## src/rtl/drp_pkg.sv

```systemverilog
// Shared types and constants for the display reply and key parser.
// No dependencies; every other file in rtl/ except drp_if.sv uses this package.
`timescale 1ns / 1ps

package drp_pkg;

    // Key frame: 55 id 00 00 FF FF FF
    localparam int unsigned FRAME_LENGTH = 7;
    localparam logic [2:0]  FRAME_LAST   = 3'(FRAME_LENGTH - 1);
    localparam logic [2:0]  POS_ID       = 3'd1;

    localparam logic [7:0] HDR_KEY     = 8'h55;
    localparam logic [7:0] HDR_NUM     = 8'h71;
    localparam logic [7:0] TERM_BYTE   = 8'hFF;
    localparam logic [7:0] FILL_BYTE   = 8'h00;
    localparam logic [7:0] ASCII_ONE   = 8'h31;
    localparam logic [7:0] ASCII_THREE = 8'h33;

    // Numeric reply: four payload bytes, then FF FF FF
    localparam logic [2:0] PAYLOAD_BYTES = 3'd4;
    localparam logic [1:0] TERM_LAST     = 2'd2;

    typedef enum logic [1:0] {
        ACT_RX_BYTE     = 2'd0,
        ACT_AWAIT_NUM   = 2'd1,
        ACT_AWAIT_TRANS = 2'd2,
        ACT_ABANDON     = 2'd3
    } t_action;

    typedef enum logic [1:0] {
        KIND_NONE       = 2'd0,
        KIND_KEY        = 2'd1,
        KIND_NUM_DONE   = 2'd2,
        KIND_TRANS_DONE = 2'd3
    } t_kind;

    typedef enum logic [2:0] {
        EV_NONE       = 3'd0,
        EV_START      = 3'd1,
        EV_TOGGLE     = 3'd2,
        EV_FREQ       = 3'd3,
        EV_SET_CYCLES = 3'd4
    } t_event;

    typedef enum logic [1:0] {
        WAIT_NONE  = 2'd0,
        WAIT_NUM   = 2'd1,
        WAIT_TRANS = 2'd2
    } t_wait;

    // Input request as held in the input register
    typedef struct packed {
        logic [1:0] action;
        logic [7:0] rx_byte;
        logic [7:0] reply_code;
    } t_in_req;

    // Reply matcher outcome for one request
    typedef struct packed {
        logic        to_keys;
        t_kind       kind;
        logic [31:0] value;
    } t_match_res;

    // Key parser outcome for one byte
    typedef struct packed {
        t_event     ev;
        logic [1:0] cyc;
    } t_key_res;

endpackage

```

## src/rtl/drp_if.sv

```systemverilog
// Valid/ready channel interfaces for the parser's request and result sides.
// Standalone; widths follow the fixed field widths.
`timescale 1ns / 1ps

interface drp_in_if;
    logic       valid;
    logic       ready;
    logic [1:0] action;
    logic [7:0] rx_byte;
    logic [7:0] reply_code;

    modport source (output valid, output action, output rx_byte, output reply_code,
                    input ready);
    modport sink   (input valid, input action, input rx_byte, input reply_code,
                    output ready);
endinterface

interface drp_out_if;
    logic        valid;
    logic        ready;
    logic [1:0]  result_kind;
    logic [2:0]  event_code;
    logic [1:0]  cycle_count;
    logic [31:0] reply_value;

    modport source (output valid, output result_kind, output event_code,
                    output cycle_count, output reply_value, input ready);
    modport sink   (input valid, input result_kind, input event_code,
                    input cycle_count, input reply_value, output ready);
endinterface

```

## src/rtl/display_reply_and_key_parser.sv

```systemverilog
// Top level of the display reply and key parser.
// Depends on drp_pkg, drp_if, drp_reply_match and drp_key_parser.
//
// Usage:
//   i_in  carries one request per handshake: action (received byte, arm a
//         numeric wait, arm a transparent wait with reply_code, abandon),
//         rx_byte and reply_code.
//   o_out returns exactly one result per request, in order: result_kind,
//         event_code, cycle_count and reply_value; an all-zero result means
//         nothing completed on that request.
//   Path: a request is held in the input register, then moves into the
//         result register once that register is free or being taken.
//   Throughput: one request per cycle while o_out.ready stays high; the parse
//         is a single compare-and-select pass from the input register to the
//         result register, and parser state updates in the same cycle.
//   Stall: while o_out.ready is low the result register holds; one more
//         request is taken into the input register, then i_in.ready drops
//         until the result is taken.
//   Reset: synchronous, active low; clears both valid flags, the key frame
//         fill, the wait mode and the reply matcher counters. No clearing
//         pass; requests are taken as soon as reset is released.
`timescale 1ns / 1ps

module display_reply_and_key_parser (
    input  logic      i_clk,
    input  logic      i_rst_n,
    drp_in_if.sink    i_in,
    drp_out_if.source o_out
);

    // input register stage
    logic             r_in_valid;
    drp_pkg::t_in_req r_in;

    // result register stage
    logic        r_out_valid;
    logic [1:0]  r_kind;
    logic [2:0]  r_event;
    logic [1:0]  r_cyc;
    logic [31:0] r_value;

    logic                w_step;      // input register moves into the result register
    drp_pkg::t_match_res w_match;
    drp_pkg::t_key_res   w_key;
    drp_pkg::t_kind      n_kind;
    drp_pkg::t_event     n_event;
    logic [1:0]          n_cyc;

    assign w_step     = r_in_valid && (!r_out_valid || o_out.ready);
    assign i_in.ready = !r_in_valid || w_step;

    always_ff @(posedge i_clk) begin
        if (!i_rst_n) begin
            r_in_valid <= 1'b0;
        end else if (i_in.ready) begin
            r_in_valid <= i_in.valid;
        end
    end

    always_ff @(posedge i_clk) begin
        if (i_in.valid && i_in.ready) begin
            r_in.action     <= i_in.action;
            r_in.rx_byte    <= i_in.rx_byte;
            r_in.reply_code <= i_in.reply_code;
        end
    end

    drp_reply_match u_match (
        .i_clk        (i_clk),
        .i_rst_n      (i_rst_n),
        .i_step       (w_step),
        .i_action     (drp_pkg::t_action'(r_in.action)),
        .i_rx_byte    (r_in.rx_byte),
        .i_reply_code (r_in.reply_code),
        .o_res        (w_match)
    );

    // key parser only sees bytes the matcher passes on
    drp_key_parser u_keys (
        .i_clk     (i_clk),
        .i_rst_n   (i_rst_n),
        .i_step    (w_step && w_match.to_keys),
        .i_rx_byte (r_in.rx_byte),
        .o_res     (w_key)
    );

    always_comb begin
        n_kind  = w_match.kind;
        n_event = drp_pkg::EV_NONE;
        n_cyc   = 2'd0;
        if (w_match.to_keys && w_key.ev != drp_pkg::EV_NONE) begin
            n_kind  = drp_pkg::KIND_KEY;
            n_event = w_key.ev;
            n_cyc   = w_key.cyc;
        end
    end

    always_ff @(posedge i_clk) begin
        if (!i_rst_n) begin
            r_out_valid <= 1'b0;
        end else if (w_step) begin
            r_out_valid <= 1'b1;
        end else if (o_out.ready) begin
            r_out_valid <= 1'b0;
        end
    end

    always_ff @(posedge i_clk) begin
        if (w_step) begin
            r_kind  <= n_kind;
            r_event <= n_event;
            r_cyc   <= n_cyc;
            r_value <= w_match.value;
        end
    end

    assign o_out.valid       = r_out_valid;
    assign o_out.result_kind = r_kind;
    assign o_out.event_code  = r_event;
    assign o_out.cycle_count = r_cyc;
    assign o_out.reply_value = r_value;

endmodule

```

## src/rtl/drp_key_parser.sv

```systemverilog
// Key frame and ASCII set-cycles parser; state advances on i_step.
// Depends on drp_pkg.
`timescale 1ns / 1ps

module drp_key_parser (
    input  logic              i_clk,
    input  logic              i_rst_n,
    input  logic              i_step,
    input  logic [7:0]        i_rx_byte,
    output drp_pkg::t_key_res o_res
);

    logic [2:0] r_fill, n_fill;
    logic       r_ok,   n_ok;     // fixed bytes seen so far are good
    logic [7:0] r_id,   n_id;

    always_comb begin
        n_fill    = r_fill;
        n_ok      = r_ok;
        n_id      = r_id;
        o_res.ev  = drp_pkg::EV_NONE;
        o_res.cyc = 2'd0;

        if (r_fill == 3'd0) begin
            if (i_rx_byte == drp_pkg::ASCII_ONE || i_rx_byte == drp_pkg::ASCII_THREE) begin
                o_res.ev  = drp_pkg::EV_SET_CYCLES;
                o_res.cyc = i_rx_byte[1:0];   // '1' -> 1, '3' -> 3
            end else if (i_rx_byte == drp_pkg::HDR_KEY) begin
                n_fill = 3'd1;
                n_ok   = 1'b1;
            end
        end else if (i_rx_byte == drp_pkg::HDR_KEY) begin
            // header mid-frame resyncs
            n_fill = 3'd1;
            n_ok   = 1'b1;
        end else if (r_fill == drp_pkg::FRAME_LAST) begin
            n_fill = 3'd0;
            if (r_ok && i_rx_byte == drp_pkg::TERM_BYTE &&
                r_id[7:2] == 6'd0 && r_id[1:0] != 2'd0) begin
                o_res.ev = drp_pkg::t_event'({1'b0, r_id[1:0]});
            end
        end else begin
            n_fill = r_fill + 3'd1;
            case (r_fill) inside
                drp_pkg::POS_ID: n_id = i_rx_byte;
                3'd2, 3'd3:      n_ok = r_ok && (i_rx_byte == drp_pkg::FILL_BYTE);
                3'd4, 3'd5:      n_ok = r_ok && (i_rx_byte == drp_pkg::TERM_BYTE);
                default: ;
            endcase
        end
    end

    always_ff @(posedge i_clk) begin
        if (!i_rst_n) begin
            r_fill <= 3'd0;
            r_ok   <= 1'b0;
        end else if (i_step) begin
            r_fill <= n_fill;
            r_ok   <= n_ok;
        end
    end

    always_ff @(posedge i_clk) begin
        if (i_step) begin
            r_id <= n_id;
        end
    end

endmodule

```

## src/rtl/drp_reply_match.sv

```systemverilog
// Numeric and transparent reply matcher; routes unmatched bytes to the key parser.
// Depends on drp_pkg.
`timescale 1ns / 1ps

module drp_reply_match (
    input  logic                i_clk,
    input  logic                i_rst_n,
    input  logic                i_step,
    input  drp_pkg::t_action    i_action,
    input  logic [7:0]          i_rx_byte,
    input  logic [7:0]          i_reply_code,
    output drp_pkg::t_match_res o_res
);

    drp_pkg::t_wait r_wait, n_wait;
    logic [7:0]     r_code, n_code;
    logic           r_started, n_started;
    logic [2:0]     r_pfill, n_pfill;
    logic [1:0]     r_tfill, n_tfill;
    logic [31:0]    r_word, n_word;

    always_comb begin
        n_wait        = r_wait;
        n_code        = r_code;
        n_started     = r_started;
        n_pfill       = r_pfill;
        n_tfill       = r_tfill;
        n_word        = r_word;
        o_res.to_keys = 1'b0;
        o_res.kind    = drp_pkg::KIND_NONE;
        o_res.value   = 32'd0;

        unique case (i_action)
            drp_pkg::ACT_AWAIT_NUM: begin
                n_wait    = drp_pkg::WAIT_NUM;
                n_started = 1'b0;
                n_pfill   = 3'd0;
                n_tfill   = 2'd0;
            end
            drp_pkg::ACT_AWAIT_TRANS: begin
                n_wait    = drp_pkg::WAIT_TRANS;
                n_code    = i_reply_code;
                n_started = 1'b0;
                n_pfill   = 3'd0;
                n_tfill   = 2'd0;
            end
            drp_pkg::ACT_ABANDON: begin
                n_wait    = drp_pkg::WAIT_NONE;
                n_started = 1'b0;
                n_pfill   = 3'd0;
                n_tfill   = 2'd0;
            end
            default: begin
                unique case (r_wait)
                    drp_pkg::WAIT_NUM: begin
                        if (!r_started) begin
                            if (i_rx_byte == drp_pkg::HDR_NUM) begin
                                n_started = 1'b1;
                                n_pfill   = 3'd0;
                                n_tfill   = 2'd0;
                            end else begin
                                o_res.to_keys = 1'b1;
                            end
                        end else if (r_pfill < drp_pkg::PAYLOAD_BYTES) begin
                            // little-endian: byte lane = payload position
                            n_word[{r_pfill[1:0], 3'b000} +: 8] = i_rx_byte;
                            n_pfill = r_pfill + 3'd1;
                        end else if (i_rx_byte == drp_pkg::TERM_BYTE) begin
                            if (r_tfill >= drp_pkg::TERM_LAST) begin
                                o_res.kind  = drp_pkg::KIND_NUM_DONE;
                                o_res.value = r_word;
                                n_wait      = drp_pkg::WAIT_NONE;
                                n_started   = 1'b0;
                                n_pfill     = 3'd0;
                                n_tfill     = 2'd0;
                            end else begin
                                n_tfill = r_tfill + 2'd1;
                            end
                        end else begin
                            // broken terminator: restart, byte may be a new header
                            n_started = (i_rx_byte == drp_pkg::HDR_NUM);
                            n_pfill   = 3'd0;
                            n_tfill   = 2'd0;
                        end
                    end
                    drp_pkg::WAIT_TRANS: begin
                        if (!r_started) begin
                            if (i_rx_byte == r_code) begin
                                n_started = 1'b1;
                                n_tfill   = 2'd0;
                            end else begin
                                o_res.to_keys = 1'b1;
                            end
                        end else if (i_rx_byte == drp_pkg::TERM_BYTE) begin
                            if (r_tfill >= drp_pkg::TERM_LAST) begin
                                o_res.kind = drp_pkg::KIND_TRANS_DONE;
                                n_wait     = drp_pkg::WAIT_NONE;
                                n_started  = 1'b0;
                                n_pfill    = 3'd0;
                                n_tfill    = 2'd0;
                            end else begin
                                n_tfill = r_tfill + 2'd1;
                            end
                        end else begin
                            n_started = (i_rx_byte == r_code);
                            n_tfill   = 2'd0;
                        end
                    end
                    default: begin
                        n_wait        = drp_pkg::WAIT_NONE;
                        o_res.to_keys = 1'b1;
                    end
                endcase
            end
        endcase
    end

    always_ff @(posedge i_clk) begin
        if (!i_rst_n) begin
            r_wait    <= drp_pkg::WAIT_NONE;
            r_code    <= 8'd0;
            r_started <= 1'b0;
            r_pfill   <= 3'd0;
            r_tfill   <= 2'd0;
        end else if (i_step) begin
            r_wait    <= n_wait;
            r_code    <= n_code;
            r_started <= n_started;
            r_pfill   <= n_pfill;
            r_tfill   <= n_tfill;
        end
    end

    // payload lanes are all rewritten before a reply completes
    always_ff @(posedge i_clk) begin
        if (i_step) begin
            r_word <= n_word;
        end
    end

endmodule

```

## src/flat_wrapper.sv

```systemverilog
// flat-port wrapper written by rule: the top's interface ports become plain ports
module display_reply_and_key_parser_flat 
  (i_clk, i_rst_n, i_in_valid, i_in_action, i_in_rx_byte, i_in_reply_code, i_in_ready, o_out_valid, o_out_result_kind, o_out_event_code, o_out_cycle_count, o_out_reply_value, o_out_ready);
  drp_in_if i_in_i ();
  drp_out_if o_out_i ();
  input  logic i_clk;
  input  logic i_rst_n;
  input wire logic [$bits(i_in_i.valid)-1:0] i_in_valid;
  input wire logic [$bits(i_in_i.action)-1:0] i_in_action;
  input wire logic [$bits(i_in_i.rx_byte)-1:0] i_in_rx_byte;
  input wire logic [$bits(i_in_i.reply_code)-1:0] i_in_reply_code;
  output wire logic [$bits(i_in_i.ready)-1:0] i_in_ready;
  output wire logic [$bits(o_out_i.valid)-1:0] o_out_valid;
  output wire logic [$bits(o_out_i.result_kind)-1:0] o_out_result_kind;
  output wire logic [$bits(o_out_i.event_code)-1:0] o_out_event_code;
  output wire logic [$bits(o_out_i.cycle_count)-1:0] o_out_cycle_count;
  output wire logic [$bits(o_out_i.reply_value)-1:0] o_out_reply_value;
  input wire logic [$bits(o_out_i.ready)-1:0] o_out_ready;
  assign i_in_i.valid = i_in_valid;
  assign i_in_i.action = i_in_action;
  assign i_in_i.rx_byte = i_in_rx_byte;
  assign i_in_i.reply_code = i_in_reply_code;
  assign i_in_ready = i_in_i.ready;
  assign o_out_valid = o_out_i.valid;
  assign o_out_result_kind = o_out_i.result_kind;
  assign o_out_event_code = o_out_i.event_code;
  assign o_out_cycle_count = o_out_i.cycle_count;
  assign o_out_reply_value = o_out_i.reply_value;
  assign o_out_i.ready = o_out_ready;
  display_reply_and_key_parser u_core (.i_clk(i_clk), .i_rst_n(i_rst_n), .i_in(i_in_i), .o_out(o_out_i));
endmodule
```

## config.mk

```make
export PLATFORM = sky130hd
export DESIGN_NAME = display_reply_and_key_parser_flat
export DESIGN_NICKNAME = d
export VERILOG_FILES = /design/src/rtl/drp_pkg.sv /design/src/rtl/drp_if.sv /design/src/rtl/display_reply_and_key_parser.sv /design/src/rtl/drp_key_parser.sv /design/src/rtl/drp_reply_match.sv /design/src/flat_wrapper.sv
export SDC_FILE = /design/constraint.sdc
export NUM_CORES = 1
export LEC_CHECK = 0
export ABC_AREA = 1
export BUFFER_PORTS_ARGS = -buffer_cell sky130_fd_sc_hd__buf_2
export CAP_MARGIN = 20
export CORE_MARGIN = 2
export CORE_UTILIZATION = 52
export CTS_CLUSTER_SIZE = 20
export DETAILED_ROUTE_END_ITERATION = 16
export GPL_TIMING_DRIVEN = 0
export HOLD_SLACK_MARGIN = 0.15
export PLACE_DENSITY = 0.8
export SLEW_MARGIN = 15
export SYNTH_ARGS = -nofsm -noshare
export SYNTH_HDL_FRONTEND = slang
export SYNTH_HIERARCHICAL = 1
export SYNTH_SLANG_ARGS = --single-unit
```

## constraint.sdc

```tcl
create_clock -name i_clk -period 5.5 [get_ports i_clk]
set_clock_uncertainty 0.15 [all_clocks]
set_input_delay 0.275 -clock i_clk [delete_from_list [all_inputs] [get_ports i_clk]]
set_output_delay 0.275 -clock i_clk [all_outputs]
set_load 0.01 [all_outputs]
```

==> flow_summary.rst <==
.. list-table::
   :header-rows: 1

   * - Metric
     - Value
   * - Via density per instance
     - 5.116
   * - Post-Route WL
     - 10860 µm
   * - NumNets Final
     - 667
   * - Share of post-route cells with drive strength above 1
     - 22.46%
   * - Iter 0 DRT Violations
     - 326
   * - Type of origin of the critical path
     - flip-flop
   * - YS warnings
     - 6
   * - Full die area
     - 11070 µm²
   * - DRC violation count after routing
     - 0
   * - Number of input and output port buffers inserted
     - 62
   * - Post-Route Setup TNS
     - 0 ns
   * - Pin count of the biggest net entering global routing
     - 31
   * - # IOs
     - 63
   * - Result of the run
     - complete, no violations
   * - Path type of the worst min-delay path
     - in2reg
   * - Final worst hold slack
     - 0.3108 ns
   * - Die extent in y
     - 105.2 µm
   * - Post-synthesis async set-or-reset flop share
     - 0%
   * - Die Width
     - 105.2 µm
   * - Synthesis-to-layout area growth
     - 25.36%
   * - Leakage power total
     - 2.657 nW
   * - Post-placement setup slack
     - 2.562 ns
   * - Buffer depth of the longest clock path
     - 2
   * - Count of flip-flops with a built-in enable after synthesis
     - 97
   * - Count of final setup violators
     - 0
   * - CP Class
     - reg2reg
   * - Worst VDD drop
     - 0.0002117 V
   * - Insertion delay to the later sink of the worst-skew pair
     - 0.52 ns
   * - Clock slew at the register clock pins of the worst setup and hold paths
     - 0.06 ns
   * - Global-route usage over all layers
     - 20.92%
   * - Top cells by area, synth
     - edfxtp_1, dfxtp_1, nand2_1, nor2_1, inv_1
   * - Total of cells resized after clock tree synthesis
     - 0
   * - Setup repair after global routing missed its margin
     - false
   * - Max Transition Viols Final
     - 0
   * - Routability congestion estimate from global placement
     - 0.9152
   * - Upper clock frequency limit
     - 333.0 MHz
   * - Post-Synthesis Net Count
     - 563
   * - Power per cell area
     - 342.2 nW/µm²
   * - Initial Utilization
     - 54.02%
   * - Crit path arrival time
     - 3.00 ns
   * - Area of all placed cells without fillers
     - 6680 µm²
   * - Cell Area, Synth
     - 5329 µm²
   * - Routed length per instance
     - 13.87 µm
   * - Library cell with the largest summed area after synthesis
     - edfxtp_1
   * - Most frequently used flop master after synthesis
     - edfxtp_1
   * - Post-route setup slack
     - 2.497 ns
   * - Time the worst path needs with I/O delays and setup
     - 3.003 ns
   * - Number of placement rows
     - 36
   * - TritonCTS clock tree
     - yes
   * - Number of search-and-repair iterations in the first detailed-routing pass
     - 5
   * - Top-area cell type share of the netlist area
     - 54.66%
   * - Final number of hold-violating endpoints
     - 0
   * - Number of diodes
     - 0
   * - Master cell of the clock root buffer
     - clkbuf_8
   * - Cell Area, Placed
     - 5844 µm²
   * - Clk sink count
     - 119
   * - DP Cell Count
     - 729
   * - Sequential element share of the synthesized area
     - 62.93%
   * - Number of global-route vias before repair
     - 3784
   * - Required time at the worst-slack endpoint
     - 5.50 ns
   * - Global-route wire length before repair
     - 17860 µm
   * - HPWL after DPL
     - 7314 µm
   * - Total via count in the routed design
     - 4006
   * - Transition time of the tightest slew-check pin
     - 0.6949 ns
   * - Period utilization
     - 54.60%
   * - Number of cells in the finished layout apart from fillers
     - 783
   * - Layout fillers
     - 679
   * - Number of maximum-capacitance violations
     - 0
   * - Gate Count Post-Synth
     - 533
   * - Worst slew margin relative to its limit
     - 53.50%
   * - Biggest fanout along the worst timing path
     - 10
   * - Syn_area_per_cell
     - 9.998 µm²
   * - Total gr overflow
     - 0
   * - Number of flip-flops and latches in the synthesized netlist
     - 119
   * - Remaining antenna violation count after routing
     - 0
   * - Core area
     - 9864 µm²
   * - Num CTS Buffers
     - 17
   * - H-tree levels
     - 4
   * - Number of unique standard cell types used by synthesis
     - 38
   * - Critical path endpoint category
     - flip-flop
   * - Number of antenna violations at the first check in global routing
     - 0
## Yosys cell counts, types with 3 or more instances
cell and n:
nand2_1 117, edfxtp_1 97, nor2_1 83, inv_1 58
nand3_1 31, nor2_2 24, dfxtp_1 22, a21oi_1 21
o21ai_0 13, nor3_1 10, ha_1 8, clkbuf_1 6
buf_6 4, inv_2 3, nand2_2 3, nor2_4 3
xnor2_1 3
## metal layers
| metal | wire length, µm | GRT usage (%) |
|---|---|---|
| met5 | 0 | 0 |
| met4 | 138 | 6.381 |
| met3 | 735 | 7.174 |
| met2 | 5599 | 35.21 |
| met1 | 4389 | 25.43 |
## power by group
group          leakage [nW]  total [mW]  internal [mW]  switching, mW
registers              1.15        1.02          0.997         0.0184
logic                  1.21       0.135         0.0482         0.0871
clock network         0.297        1.14          0.737          0.398
## path summary, 6_finish.rpt
kind / startpoint / end / slack (ns) / cells after the start
hold / removal: i_in_reply_code[1] / u_core/r_in[1] / 0.31 / 2
setup reg to reg: u_core/r_in[16] / u_core/u_keys/r_id[3] / 2.50 / 11
hold reg to reg: u_core/u_keys/r_ok / u_core/u_keys/r_ok / 0.31 / 2
setup / recovery: u_core/r_in[16] / u_core/u_keys/r_id[3] / 2.50 / 11
## cell type report
type | instances | area, µm² | share of cell area, %
plain buffers | 13 | 83.83 | 1.255
flip-flops and latches | 119 | 3353 | 50.20
clock buffers | 17 | 414.1 | 6.200
repair buffers | 85 | 558.0 | 8.354
inverters | 63 | 239.0 | 3.577
multi-input cells | 338 | 1664 | 24.91
clock inverters | 15 | 201.4 | 3.016
well taps | 133 | 166.4 | 2.491
## logic make-up after synthesis
kind of cell	Yosys count	synth area share, %
AO/OA/AOI/OAI	41	4.180
AND/OR/NAND/NOR	285	24.30
adder cells (fa/ha/maj)	8	1.878
buffers and inverters	76	6.058
flip-flops	119	62.93
XOR/XNOR	4	0.6576
## cell usage in the layout, fill, tap and decap left out, types with 2 or more instances in the layout
master / synthesis / routed
a21oi_1: 21 / 20
a21oi_2: 2 / 2
a31oi_1: 2 / 2
buf_2: 1 / 63
buf_6: 4 / 4
bufinv_16: 0 / 4
clkbuf_1: 6 / 6
clkbuf_16: 0 / 16
clkinv_1: 1 / 2
clkinv_2: 0 / 2
clkinv_4: 0 / 3
clkinvlp_4: 0 / 2
dfxtp_1: 22 / 22
dlygate4sd3_1: 0 / 22
edfxtp_1: 97 / 97
ha_1: 8 / 8
inv_1: 58 / 58
inv_2: 3 / 3
inv_6: 0 / 3
nand2_1: 117 / 117
nand2_2: 3 / 3
nand3_1: 31 / 31
nand3_2: 2 / 2
nand4_1: 2 / 2
nand4_2: 2 / 2
nor2_1: 83 / 83
nor2_2: 24 / 24
nor2_4: 3 / 3
nor3_1: 10 / 10
nor3_2: 2 / 2
o21ai_0: 13 / 13
xnor2_1: 3 / 3
## critical path, cell delays in order (launching register included)
cell and delay [ns]:
edfxtp_1 0.41, nor2_2 0.19, buf_6 0.19, inv_4 0.05, nor2_4 0.12, inv_2 0.07, nor2_2 0.09, nand2_1 0.14
nand3_1 0.31, and3_1 0.31, nand2_1 0.07, nor2_1 0.52
## stage by stage
step | power (mW) | utilization [%]
finish | 2.286 | 67.72
floorplan | 1.106 | -
global route | 2.370 | 67.72
CTS | 2.299 | 67.72
global placement | 1.147 | 58.85
detailed placement | 1.154 | 59.25
## flip-flops by register name (all words and copies together), names as in the netlist
name                      flops
u_core/u_match/r_wait         2
u_core/o_out.cycle_count      2
u_core/u_match/r_started      1
u_core/r_in_valid             1
u_core/o_out.result_kind      2
u_core/u_match/r_tfill        2
u_core/u_match/r_pfill        3
u_core/o_out.event_code       3
u_core/u_keys/r_ok            1
u_core/u_match/r_word        32
u_core/r_in                  18
u_core/u_keys/r_fill          3
u_core/u_keys/r_id            8
u_core/o_out.valid            1
u_core/o_out.reply_value     32
u_core/u_match/r_code         8
## repair_timing
action / in CTS / in global routing
buffers inserted: 0 / 0
hold buffers: 22 / 0
hold endpoints to repair: 30 / 0
Power figures use the tool's default switching activity.
